### config.mk
export PLATFORM = sky130hd
export DESIGN_NAME = dac_calibration_interpolator_flat
export DESIGN_NICKNAME = d
export VERILOG_FILES = /design/src/dci_pkg.sv /design/src/dci_cmd_if.sv /design/src/dci_code_if.sv /design/src/dci_decode.sv /design/src/dci_table.sv /design/src/dci_interp.sv /design/src/dac_calibration_interpolator.sv /design/src/flat_wrapper.sv
export SDC_FILE = /design/constraint.sdc
export NUM_CORES = 2
export LEC_CHECK = 0
export BUFFER_PORTS_ARGS = -buffer_cell sky130_fd_sc_hd__buf_2
export CAP_MARGIN = 10
export CORE_MARGIN = 3
export CORE_UTILIZATION = 70
export CTS_BUF_LIST = sky130_fd_sc_hd__clkbuf_4 sky130_fd_sc_hd__clkbuf_8
export DETAILED_ROUTE_END_ITERATION = 10
export PLACE_DENSITY = 0.87
export SLEW_MARGIN = 40
export SYNTH_ARGS = -nofsm -noshare
export SYNTH_HDL_FRONTEND = slang
export SYNTH_SLANG_ARGS = --single-unit
### constraint.sdc
create_clock -name clk -period 10.92 [get_ports clk]
set_clock_uncertainty 0.1 [all_clocks]
set_input_delay 0 -clock clk [delete_from_list [all_inputs] [get_ports clk]]
set_output_delay 0 -clock clk [all_outputs]
set_load 0.02 [all_outputs]
### src/dci_pkg.sv
`timescale 1ns / 1ps
// ----------------------------------------------------------------------------
// dci_pkg: shared constants, types and tables of the calibration interpolator
// Holds table geometry, fixed-point widths, opcodes and the default curve.
// ----------------------------------------------------------------------------
package dci_pkg;

    // table geometry and voltage format
    localparam int CHANNELS  = 4;
    localparam int POINTS    = 11;
    localparam int VOLT_MIN  = -3;
    localparam int FRAC_BITS = 12;

    localparam int CODE_W  = 16;
    localparam int VOLT_W  = 16;
    localparam int DEPTH   = CHANNELS * POINTS;
    localparam int ADDR_W  = $clog2(DEPTH);
    localparam int PT_W    = $clog2(POINTS);
    localparam int SHIFT_W = 24;
    localparam int DIFF_W  = CODE_W + 1;
    localparam int PROD_W  = DIFF_W + FRAC_BITS + 1;
    localparam int NUM_W   = PROD_W + 1;

    // voltage limits in fixed point
    localparam logic signed [SHIFT_W-1:0] VMIN_Q =
        SHIFT_W'(VOLT_MIN * (2 ** FRAC_BITS));
    localparam logic signed [SHIFT_W-1:0] VMAX_Q =
        SHIFT_W'((VOLT_MIN + POINTS - 1) * (2 ** FRAC_BITS));
    localparam logic [NUM_W-1:0] HALF_Q = NUM_W'(2 ** (FRAC_BITS - 1));

    // default curve, points beyond it repeat full scale
    localparam int DEFAULT_COUNT = 11;
    localparam logic [CODE_W-1:0] DEFAULT_CURVE [DEFAULT_COUNT] = '{
        16'd4890, 16'd11443, 16'd17997, 16'd24551, 16'd31104, 16'd37658,
        16'd44211, 16'd50765, 16'd57318, 16'd63871, 16'd65535
    };
    localparam logic [CODE_W-1:0] CODE_MAX = 16'd65535;

    // command codes on the input word
    typedef enum logic [1:0] {
        ACT_CONVERT = 2'd0,
        ACT_READ    = 2'd1,
        ACT_WRITE   = 2'd2,
        ACT_NOP     = 2'd3
    } action_t;

    // what the pipeline does with a word
    typedef enum logic [1:0] {
        OP_ZERO,
        OP_POINT,
        OP_INTERP,
        OP_WRITE
    } op_kind_t;

    // decoded word, stage one to the table
    typedef struct packed {
        op_kind_t              kind;
        logic [ADDR_W-1:0]     addr_a;
        logic [ADDR_W-1:0]     addr_b;
        logic [PT_W-1:0]       pt_a;
        logic [PT_W-1:0]       pt_b;
        logic [FRAC_BITS-1:0]  frac;
        logic [CODE_W-1:0]     wdata;
    } dec_word_t;

    // neighbouring points, table to the interpolator
    typedef struct packed {
        op_kind_t              kind;
        logic [CODE_W-1:0]     lower;
        logic signed [DIFF_W-1:0] diff;
        logic [FRAC_BITS-1:0]  frac;
    } pair_word_t;

    // reset value of a point
    function automatic logic [CODE_W-1:0] default_point(input logic [PT_W-1:0] p);
        logic [CODE_W-1:0] v;
        v = CODE_MAX;
        if (32'(p) < DEFAULT_COUNT)
        begin
            v = DEFAULT_CURVE[p];
        end
        return v;
    endfunction

endpackage

### src/dci_cmd_if.sv
`timescale 1ns / 1ps
// ----------------------------------------------------------------------------
// dci_cmd_if: command channel
// Carries convert, read and write words with a valid/ready handshake.
// ----------------------------------------------------------------------------
interface dci_cmd_if;
    logic               valid;
    logic               ready;
    logic [1:0]         action;
    logic [2:0]         channel;
    logic signed [15:0] volts;
    logic [3:0]         point_num;
    logic [15:0]        point_value;

    modport source (output valid, action, channel, volts, point_num, point_value,
                    input ready);
    modport sink   (input valid, action, channel, volts, point_num, point_value,
                    output ready);
endinterface

### src/dci_code_if.sv
`timescale 1ns / 1ps
// ----------------------------------------------------------------------------
// dci_code_if: result channel
// Carries one DAC code word per command with a valid/ready handshake.
// ----------------------------------------------------------------------------
interface dci_code_if;
    logic        valid;
    logic        ready;
    logic [15:0] dac_code;

    modport source (output valid, dac_code, input ready);
    modport sink   (input valid, dac_code, output ready);
endinterface

### src/dci_decode.sv
`timescale 1ns / 1ps
// ----------------------------------------------------------------------------
// dci_decode: command decode stage
// Checks channel and point, clamps the voltage and forms table addresses.
// ----------------------------------------------------------------------------
module dci_decode (
    input  logic                clk,
    input  logic                rst_n,
    dci_cmd_if.sink             cmd,
    output logic                dec_valid,
    input  logic                dec_ready,
    output dci_pkg::dec_word_t  dec_word
);
    import dci_pkg::*;

    logic                      valid_reg;
    logic                      valid_next;
    dec_word_t                 word_reg;
    dec_word_t                 word_next;
    logic signed [SHIFT_W-1:0] volts_ext;
    logic signed [SHIFT_W-1:0] shifted;
    logic                      ch_ok;
    logic                      pt_ok;
    logic                      accept;

    assign cmd.ready = !valid_reg || dec_ready;
    assign accept    = cmd.valid && cmd.ready;

    // voltage relative to the first point
    assign volts_ext = {{(SHIFT_W-VOLT_W){cmd.volts[VOLT_W-1]}}, cmd.volts};
    assign shifted   = volts_ext - VMIN_Q;
    assign ch_ok     = 32'(cmd.channel) < CHANNELS;
    assign pt_ok     = 32'(cmd.point_num) < POINTS;

    // decode of one command word
    always_comb
    begin
        word_next       = '0;
        word_next.kind  = OP_ZERO;
        word_next.frac  = shifted[FRAC_BITS-1:0];
        word_next.wdata = cmd.point_value;
        case (action_t'(cmd.action))
            ACT_CONVERT:
            begin
                if (ch_ok)
                begin
                    if (volts_ext <= VMIN_Q)
                    begin
                        word_next.kind = OP_POINT;
                        word_next.pt_a = '0;
                    end
                    else if (volts_ext >= VMAX_Q)
                    begin
                        word_next.kind = OP_POINT;
                        word_next.pt_a = PT_W'(POINTS - 1);
                    end
                    else
                    begin
                        word_next.kind = OP_INTERP;
                        word_next.pt_a = shifted[PT_W+FRAC_BITS-1:FRAC_BITS];
                        word_next.pt_b = shifted[PT_W+FRAC_BITS-1:FRAC_BITS] + 1'b1;
                    end
                end
            end
            ACT_READ:
            begin
                if (ch_ok && pt_ok)
                begin
                    word_next.kind = OP_POINT;
                    word_next.pt_a = cmd.point_num[PT_W-1:0];
                end
            end
            ACT_WRITE:
            begin
                if (ch_ok && pt_ok)
                begin
                    word_next.kind = OP_WRITE;
                    word_next.pt_a = cmd.point_num[PT_W-1:0];
                end
            end
            default:
            begin
                word_next.kind = OP_ZERO;
            end
        endcase
        word_next.addr_a = ADDR_W'(32'(cmd.channel) * POINTS + 32'(word_next.pt_a));
        word_next.addr_b = ADDR_W'(32'(cmd.channel) * POINTS + 32'(word_next.pt_b));
    end

    // stage valid
    always_comb
    begin
        valid_next = valid_reg;
        if (accept)
        begin
            valid_next = 1'b1;
        end
        else if (dec_ready)
        begin
            valid_next = 1'b0;
        end
    end

    always_ff @(posedge clk or negedge rst_n)
    begin
        if (!rst_n)
        begin
            valid_reg <= 1'b0;
        end
        else
        begin
            valid_reg <= valid_next;
        end
    end

    // stage payload
    always_ff @(posedge clk)
    begin
        if (accept)
        begin
            word_reg <= word_next;
        end
    end

    assign dec_valid = valid_reg;
    assign dec_word  = word_reg;

    // writes only ever target a real table entry
    a_write_in_range: assert property (@(posedge clk) disable iff (!rst_n)
        (valid_reg && word_reg.kind == OP_WRITE) |-> (32'(word_reg.addr_a) < DEPTH))
        else $error("write word addresses beyond the table");

    // a stalled decode word keeps its payload
    a_stall_holds: assert property (@(posedge clk) disable iff (!rst_n)
        (valid_reg && !dec_ready) |=> (valid_reg && $stable(word_reg)))
        else $error("decode word changed while stalled");

endmodule

### src/dci_table.sv
`timescale 1ns / 1ps
// ----------------------------------------------------------------------------
// dci_table: calibration table stage
// Two-read-port point memory with per-entry valid bits over the default curve.
// ----------------------------------------------------------------------------
module dci_table (
    input  logic                clk,
    input  logic                rst_n,
    input  logic                dec_valid,
    output logic                dec_ready,
    input  dci_pkg::dec_word_t  dec_word,
    output logic                pair_valid,
    input  logic                pair_ready,
    output dci_pkg::pair_word_t pair_word
);
    import dci_pkg::*;

    logic [CODE_W-1:0] mem [DEPTH];
    logic [DEPTH-1:0]  written_reg;
    logic              valid_reg;
    logic              valid_next;
    logic              adv;
    logic              wr_en;

    logic [CODE_W-1:0]    rd_a_reg;
    logic [CODE_W-1:0]    rd_b_reg;
    logic                 ok_a_reg;
    logic                 ok_b_reg;
    logic [CODE_W-1:0]    def_a_reg;
    logic [CODE_W-1:0]    def_b_reg;
    op_kind_t             kind_reg;
    logic [FRAC_BITS-1:0] frac_reg;
    logic [CODE_W-1:0]    lower;
    logic [CODE_W-1:0]    upper;

    assign dec_ready = !valid_reg || pair_ready;
    assign adv       = dec_valid && dec_ready;
    assign wr_en     = adv && dec_word.kind == OP_WRITE;

    // point memory, write and both reads in program order
    always_ff @(posedge clk)
    begin
        if (adv)
        begin
            if (wr_en)
            begin
                mem[dec_word.addr_a] <= dec_word.wdata;
            end
            rd_a_reg  <= mem[dec_word.addr_a];
            rd_b_reg  <= mem[dec_word.addr_b];
            ok_a_reg  <= written_reg[dec_word.addr_a];
            ok_b_reg  <= written_reg[dec_word.addr_b];
            def_a_reg <= default_point(dec_word.pt_a);
            def_b_reg <= default_point(dec_word.pt_b);
            kind_reg  <= dec_word.kind;
            frac_reg  <= dec_word.frac;
        end
    end

    // entries written since reset, others read as the default curve
    always_ff @(posedge clk or negedge rst_n)
    begin
        if (!rst_n)
        begin
            written_reg <= '0;
        end
        else if (wr_en)
        begin
            written_reg[dec_word.addr_a] <= 1'b1;
        end
    end

    // stage valid
    always_comb
    begin
        valid_next = valid_reg;
        if (adv)
        begin
            valid_next = 1'b1;
        end
        else if (pair_ready)
        begin
            valid_next = 1'b0;
        end
    end

    always_ff @(posedge clk or negedge rst_n)
    begin
        if (!rst_n)
        begin
            valid_reg <= 1'b0;
        end
        else
        begin
            valid_reg <= valid_next;
        end
    end

    // pick stored or default points and take their difference
    assign lower = ok_a_reg ? rd_a_reg : def_a_reg;
    assign upper = ok_b_reg ? rd_b_reg : def_b_reg;

    always_comb
    begin
        pair_word.kind  = kind_reg;
        pair_word.lower = lower;
        pair_word.diff  = $signed({1'b0, upper}) - $signed({1'b0, lower});
        pair_word.frac  = frac_reg;
    end

    assign pair_valid = valid_reg;

    // a write marks its entry as loaded
    a_write_marks: assert property (@(posedge clk) disable iff (!rst_n)
        wr_en |=> written_reg[$past(dec_word.addr_a)])
        else $error("written entry not marked");

    // loaded entries never fall back to the default
    a_marks_stay: assert property (@(posedge clk) disable iff (!rst_n)
        1'b1 |=> ((written_reg & $past(written_reg)) == $past(written_reg)))
        else $error("written mark lost");

endmodule

### src/dci_interp.sv
`timescale 1ns / 1ps
// ----------------------------------------------------------------------------
// dci_interp: interpolation stages
// Multiplies the step by the fraction, rounds half up and saturates the code.
// ----------------------------------------------------------------------------
module dci_interp (
    input  logic                clk,
    input  logic                rst_n,
    input  logic                pair_valid,
    output logic                pair_ready,
    input  dci_pkg::pair_word_t pair_word,
    dci_code_if.source          result
);
    import dci_pkg::*;

    // stage three: operands
    logic       s3_valid_reg;
    logic       s3_valid_next;
    pair_word_t s3_reg;
    logic       s3_ready;
    logic       s3_adv;

    // stage four: product
    logic                     s4_valid_reg;
    logic                     s4_valid_next;
    logic signed [PROD_W-1:0] prod_reg;
    logic [CODE_W-1:0]        lower_reg;
    op_kind_t                 kind_reg;
    logic                     s4_ready;
    logic                     s4_adv;

    // output word
    logic                    out_valid_reg;
    logic                    out_valid_next;
    logic [CODE_W-1:0]       code_reg;
    logic [CODE_W-1:0]       code_next;
    logic signed [NUM_W-1:0] num;
    logic [CODE_W-1:0]       interp_code;

    assign pair_ready = !s3_valid_reg || s3_ready;
    assign s3_adv     = pair_valid && pair_ready;
    assign s3_ready   = !s4_valid_reg || s4_ready;
    assign s4_adv     = s3_valid_reg && s3_ready;
    assign s4_ready   = !out_valid_reg || result.ready;

    // valid bits of the three stages
    always_comb
    begin
        s3_valid_next  = s3_valid_reg;
        s4_valid_next  = s4_valid_reg;
        out_valid_next = out_valid_reg;
        if (s3_adv)
        begin
            s3_valid_next = 1'b1;
        end
        else if (s3_ready)
        begin
            s3_valid_next = 1'b0;
        end
        if (s4_adv)
        begin
            s4_valid_next = 1'b1;
        end
        else if (s4_ready)
        begin
            s4_valid_next = 1'b0;
        end
        if (s4_valid_reg && s4_ready)
        begin
            out_valid_next = 1'b1;
        end
        else if (result.ready)
        begin
            out_valid_next = 1'b0;
        end
    end

    always_ff @(posedge clk or negedge rst_n)
    begin
        if (!rst_n)
        begin
            s3_valid_reg  <= 1'b0;
            s4_valid_reg  <= 1'b0;
            out_valid_reg <= 1'b0;
        end
        else
        begin
            s3_valid_reg  <= s3_valid_next;
            s4_valid_reg  <= s4_valid_next;
            out_valid_reg <= out_valid_next;
        end
    end

    // operand register
    always_ff @(posedge clk)
    begin
        if (s3_adv)
        begin
            s3_reg <= pair_word;
        end
    end

    // step times fraction
    always_ff @(posedge clk)
    begin
        if (s4_adv)
        begin
            prod_reg  <= PROD_W'(s3_reg.diff * $signed({1'b0, s3_reg.frac}));
            lower_reg <= s3_reg.lower;
            kind_reg  <= s3_reg.kind;
        end
    end

    // round half up and saturate
    assign num = $signed({{(NUM_W-CODE_W-FRAC_BITS){1'b0}}, lower_reg, {FRAC_BITS{1'b0}}})
               + $signed({{(NUM_W-PROD_W){prod_reg[PROD_W-1]}}, prod_reg})
               + $signed(HALF_Q);

    always_comb
    begin
        if (num[NUM_W-1])
        begin
            interp_code = '0;
        end
        else if (|num[NUM_W-2:FRAC_BITS+CODE_W])
        begin
            interp_code = CODE_MAX;
        end
        else
        begin
            interp_code = num[FRAC_BITS+CODE_W-1:FRAC_BITS];
        end
    end

    // result selection by word kind
    always_comb
    begin
        case (kind_reg)
            OP_INTERP: code_next = interp_code;
            OP_POINT:  code_next = lower_reg;
            default:   code_next = '0;
        endcase
    end

    always_ff @(posedge clk)
    begin
        if (s4_valid_reg && s4_ready)
        begin
            code_reg <= code_next;
        end
    end

    assign result.valid    = out_valid_reg;
    assign result.dac_code = code_reg;

    // words without a code come out as zero
    a_zero_word: assert property (@(posedge clk) disable iff (!rst_n)
        (s4_valid_reg && s4_ready && (kind_reg == OP_ZERO || kind_reg == OP_WRITE))
        |=> (code_reg == '0))
        else $error("zero word gave a nonzero code");

    // a stalled operand word holds while the product stage is full
    a_s3_holds: assert property (@(posedge clk) disable iff (!rst_n)
        (s3_valid_reg && !s3_ready) |=> (s3_valid_reg && $stable(s3_reg)))
        else $error("operand word changed while stalled");

endmodule

### src/dac_calibration_interpolator.sv
`timescale 1ns / 1ps
// ----------------------------------------------------------------------------
// dac_calibration_interpolator: per-channel DAC calibration lookup
// Piecewise-linear voltage to DAC code conversion with a writable point table.
// ----------------------------------------------------------------------------
// Every command word gives exactly one result word, in order. The block takes
// one word per clock when the result side is not stalling. The decode register
// loads on acceptance, then come table read, operand register, multiply, and
// round and saturate into the output register. The rate is set by the point
// memory, which reads both neighbouring points of a channel in the same cycle,
// and by the single step-times-fraction multiplier. Writes and reads pass the
// memory in order, so a read straight after a write sees the new point. Reset
// restores the default curve at once through per-entry valid bits; there is no
// clearing pass.
// Backpressure on the result side stalls the whole pipeline without loss.
module dac_calibration_interpolator (
    input  logic       clk,
    input  logic       rst_n,
    dci_cmd_if.sink    cmd,
    dci_code_if.source result
);
    import dci_pkg::*;

    logic       dec_valid;
    logic       dec_ready;
    dec_word_t  dec_word;
    logic       pair_valid;
    logic       pair_ready;
    pair_word_t pair_word;

    // command decode
    dci_decode u_decode (
        .clk       (clk),
        .rst_n     (rst_n),
        .cmd       (cmd),
        .dec_valid (dec_valid),
        .dec_ready (dec_ready),
        .dec_word  (dec_word)
    );

    // point memory
    dci_table u_table (
        .clk        (clk),
        .rst_n      (rst_n),
        .dec_valid  (dec_valid),
        .dec_ready  (dec_ready),
        .dec_word   (dec_word),
        .pair_valid (pair_valid),
        .pair_ready (pair_ready),
        .pair_word  (pair_word)
    );

    // interpolation and output
    dci_interp u_interp (
        .clk        (clk),
        .rst_n      (rst_n),
        .pair_valid (pair_valid),
        .pair_ready (pair_ready),
        .pair_word  (pair_word),
        .result     (result)
    );

endmodule

### src/flat_wrapper.sv
// flat-port wrapper written by rule: the top's interface ports become plain ports
module dac_calibration_interpolator_flat import dci_pkg::*;
  (clk, rst_n, cmd_valid, cmd_action, cmd_channel, cmd_volts, cmd_point_num, cmd_point_value, cmd_ready, result_valid, result_dac_code, result_ready);
  dci_cmd_if cmd_i ();
  dci_code_if result_i ();
  input  logic clk;
  input  logic rst_n;
  input wire logic [$bits(cmd_i.valid)-1:0] cmd_valid;
  input wire logic [$bits(cmd_i.action)-1:0] cmd_action;
  input wire logic [$bits(cmd_i.channel)-1:0] cmd_channel;
  input wire logic [$bits(cmd_i.volts)-1:0] cmd_volts;
  input wire logic [$bits(cmd_i.point_num)-1:0] cmd_point_num;
  input wire logic [$bits(cmd_i.point_value)-1:0] cmd_point_value;
  output wire logic [$bits(cmd_i.ready)-1:0] cmd_ready;
  output wire logic [$bits(result_i.valid)-1:0] result_valid;
  output wire logic [$bits(result_i.dac_code)-1:0] result_dac_code;
  input wire logic [$bits(result_i.ready)-1:0] result_ready;
  assign cmd_i.valid = cmd_valid;
  assign cmd_i.action = cmd_action;
  assign cmd_i.channel = cmd_channel;
  assign cmd_i.volts = cmd_volts;
  assign cmd_i.point_num = cmd_point_num;
  assign cmd_i.point_value = cmd_point_value;
  assign cmd_ready = cmd_i.ready;
  assign result_valid = result_i.valid;
  assign result_dac_code = result_i.dac_code;
  assign result_i.ready = result_ready;
  dac_calibration_interpolator u_core (.clk(clk), .rst_n(rst_n), .cmd(cmd_i), .result(result_i));
endmodule
==> metrics.md <==
| Metric | Value |
|---|---|
| Effective utilization at floorplan | `70.9%` |
| Grt ovf | `0` |
| Worst EP arrival | `7080 ps` |
| Synth warn | `0` |
| Sink Count | `979` |
| CTS root buf | `clkbuf_8` |
| Synth area leader | `edfxtp_1` |
| FF+latch count, synth | `979` |
| Antenna violations before repair | `6` |
| Worst EP required | `11380 ps` |
| Fmax | `0.151 GHz` |
| Final cell count without fillers | `4756` |
| Number of flops mapped to enable cells by yosys | `930` |
| Worst Hold Depth | `3` |
| Syn Area/Cell | `14.7 um2` |
| WHS Endpoint | `u_core.u_decode.dec_word[42]$_DFFE_PP_` |
| Max incr delay on CP | `650 ps` |
| Clock period minus worst slack | `6620 ps` |
| Remaining antenna violation count | `0` |
| DRC violations left | `0` |
| First-pass GRT wire length | `233000 um` |
| CORE AREA | `71900 um2` |
| Vias in the first global route | `36800` |
| Hold_sp | `cmd_channel[0]` |
| # rows | `98` |
| Placed cells | `4379` |
| CTS tree | `built` |
| Area Overhead vs Synth | `12.7%` |
| I/O pin count | `63` |
| Filler cell count | `3550` |
| GRT Util Overall | `42.6%` |
| Final setup violation count | `0` |
| Setup TNS | `0 ps` |
| Slew margin rel. | `33.2%` |
| Worst-path clk slew | `70 ps` |
| H-tree levels | `4` |
| Main flop type after synthesis | `edfxtp_1` |
| Hold Crit Class | `input port to flip-flop` |
| GPL Wtd Cong | `0.939` |
| Flip-flop count of the largest register after layout | `704` |
| Crit-path cells | `and2_1 -> fa_1 -> inv_1 -> fa_1 -> inv_1 -> fa_1 -> fa_1 -> inv_1 -> fa_1 -> inv_1 -> ha_1 -> and2_4 -> a221oi_2 -> a21oi_1 -> o311ai_2 -> a211oi_1 -> o31a_1 -> a211o_1 -> a21oi_2 -> xnor2_1` |
| Initial drt markers | `7392` |
| Wl on met1 | `47700 um` |
| Fin nets | `4053` |
| Outcome | `finished clean` |
| Area contributors post-synth | `edfxtp_1 (55%), mux4_2 (11%), fa_1 (7.5%)` |
| Most common cell on crit path | `fa_1` |
| R2R setup slack | `4300 ps` |
| Largest net degree at the start of global routing | `130` |
| FF-to-FF path depth | `20` |
| RSZ-0062 raised after global routing | `false` |
| Met2 WL post-DR | `74000 um` |
| Die Area | `76100 um2` |
| Slowest CP cell | `edfxtp_1` |
| Final clock period utilization by the worst path | `60.6%` |
| Worst-path fanout max | `17` |
| Launch point of the worst reg-to-reg path | `u_core.u_interp.s3_reg[1]$_DFFE_PP_` |
| Top layer in use | `met5` |
| Layout cell share with drive strength beyond 1 | `21.5%` |
| Mapped Cells | `3460` |
| Mapped Nets | `3831` |
| Synth cell types | `69` |
| Via count | `36589` |
| Ys async rst share | `5.01%` |
| Post-detail-place hpwl | `94500 um` |
| TritonRoute pass-1 iters | `8` |
| Flip-flop and latch area | `29200 um2` |
| Synth Cell Area | `51000 um2` |
| Chip Width | `276 um` |
| Worst-Skew Late Latency | `850 ps` |
| Worst setup EP type | `flip-flop` |
| Vias/cell | `7.69` |
| Drt wl/cell | `34.7 um` |
| Startpoint class of the critical path | `flip-flop` |
| Max clock buf depth | `3` |
| Core Util, Final | `79.9%` |
| Post-synthesis sequential area ratio | `57.2%` |
| Worst R2R End | `u_core.u_interp.prod_reg[29]$_DFFE_PP_` |
| Final WL | `165000 um` |
| Slew @ Worst Pin | `991 ps` |
| Routed wl met3 | `26300 um` |
| Final Hold Fails | `0` |
| CTS Buf Count | `151` |
| Port Buffers | `62` |
| Postcts setup bufs | `0` |
| Post-synth top area share | `54.8%` |
| Chip height | `276 um` |
| Pins Over Slew Limit | `0` |
| Critical path class | `flip-flop to flip-flop` |
| Max Cap Violations | `0` |
| Multi-input gate area | `20200 um2` |
[kinds of logic (layout without fill, tap and decap cells)]
group	count (synthesis)	count (layout)	share of synthesized area, %
DFF	979	979	57.2
AOI/OAI and AO/OA	651	651	9.03
and+or+nand+nor	615	615	5.87
buffers and inverters	511	850	3.84
adders and majority gates	326	326	10.8
muxes	318	318	12.2
xor gates and xnor gates	60	60	1.03
other	0	7	0
[cell usage in the layout (no fill, tap or decap), types with 58 or more instances in the layout]
master and n:
dlygate4sd3_1 91, mux2i_1 58, buf_4 71, fa_1 192
a22oi_1 171, inv_1 303, nor2_1 61, a31oi_1 74
and2_1 97, a221oi_1 75, a22o_1 77, buf_2 62
a21oi_1 75, ha_1 134, clkbuf_8 160, o21ai_0 99
mux4_2 240, edfxtp_1 930, nand2_1 229
[layer usage]
metal / track usage, % / up-vias
met5: 0 / -
met4: 32.3 / 4
met3: 16.0 / 1292
met2: 64.2 / 4277
met1: 50.1 / 17354
li1: - / 13662
[area by class of cell]
| cell class | count | area share (%) |
|---|---|---|
| multi-input combinational | 1970 | 35.2 |
| clock inverter | 64 | 0.889 |
| tap | 950 | 2.07 |
| sequential | 979 | 50.8 |
| inverter | 303 | 1.98 |
| timing repair buffer | 277 | 4.64 |
| clock buffer | 206 | 4.44 |
| antenna | 7 | 0.0305 |
[repair_timing]
item,in CTS,in global routing
gates resized for setup,0,0
endpoints found under the hold margin,157,0
hold buffers,91,0
[synthesized netlist by cell type (7+ instances only)]
cell type and n:
ha_1 134, inv_1 303, clkbuf_1 144, xnor2_1 43, mux2i_1 58, and2_1 102
nand2b_1 20, xor2_1 17, o21ai_0 100, nor4_1 19, edfxtp_1 930, fa_1 192
o21a_1 7, mux2_2 20, or2_2 49, a211oi_1 9, nor2_1 106, a31oi_1 74
a21oi_1 75, dfrtp_1 49, a22o_1 77, nand3_1 27, a22oi_1 171, nand2_1 229
a221oi_1 75, buf_2 26, mux4_2 240, buf_1 37, nor2b_1 19, nor3_1 11
a21o_1 18
[worst max path at each step]
| stage | slack (ps) | to | startpoint | cells past startpoint |
|---|---|---|---|---|
| floorplan | 4960 | u_core.u_interp.prod_reg[29]$_DFFE_PP_ | u_core.u_interp.s3_reg[4]$_DFFE_PP_ | 21 |
| global placement | 4510 | u_core.u_interp.prod_reg[29]$_DFFE_PP_ | u_core.u_interp.s3_reg[1]$_DFFE_PP_ | 20 |
| detailed placement | 4380 | u_core.u_interp.prod_reg[29]$_DFFE_PP_ | u_core.u_interp.s3_reg[1]$_DFFE_PP_ | 20 |
| CTS | 4380 | u_core.u_interp.prod_reg[29]$_DFFE_PP_ | u_core.u_interp.s3_reg[1]$_DFFE_PP_ | 20 |
| global route | 4060 | u_core.u_interp.prod_reg[29]$_DFFE_PP_ | u_core.u_interp.s3_reg[1]$_DFFE_PP_ | 20 |
| finish | 4300 | u_core.u_interp.prod_reg[29]$_DFFE_PP_ | u_core.u_interp.s3_reg[1]$_DFFE_PP_ | 20 |
[metrics by stage]
| step | worst slack [ps] | hold slack, ps | instance area, um2 |
|---|---|---|---|
| after floorplan | 4960 | -396 | 51000 |
| after global placement | 4510 | 29.8 | 52500 |
| after detailed placement | 4380 | 49.1 | 53200 |
| after CTS | 4380 | 21.6 | 57100 |
| after global routing | 4060 | 73.6 | 57400 |
| final | 4300 | 67.4 | 57400 |
[critical path: cells and delay by family, from the launching register on]
kind | cells | cell delay, ps
adder cells (fa/ha/maj) | 6 | 2840
AO/OA/AOI/OAI | 7 | 2040
flip-flops | 1 | 650
AND/OR/NAND/NOR | 2 | 490
buffers and inverters | 4 | 200
XOR/XNOR | 1 | 70
Power is not shown: default switching activity piles up to over one toggle a cycle in this logic, so the estimate is an artifact.
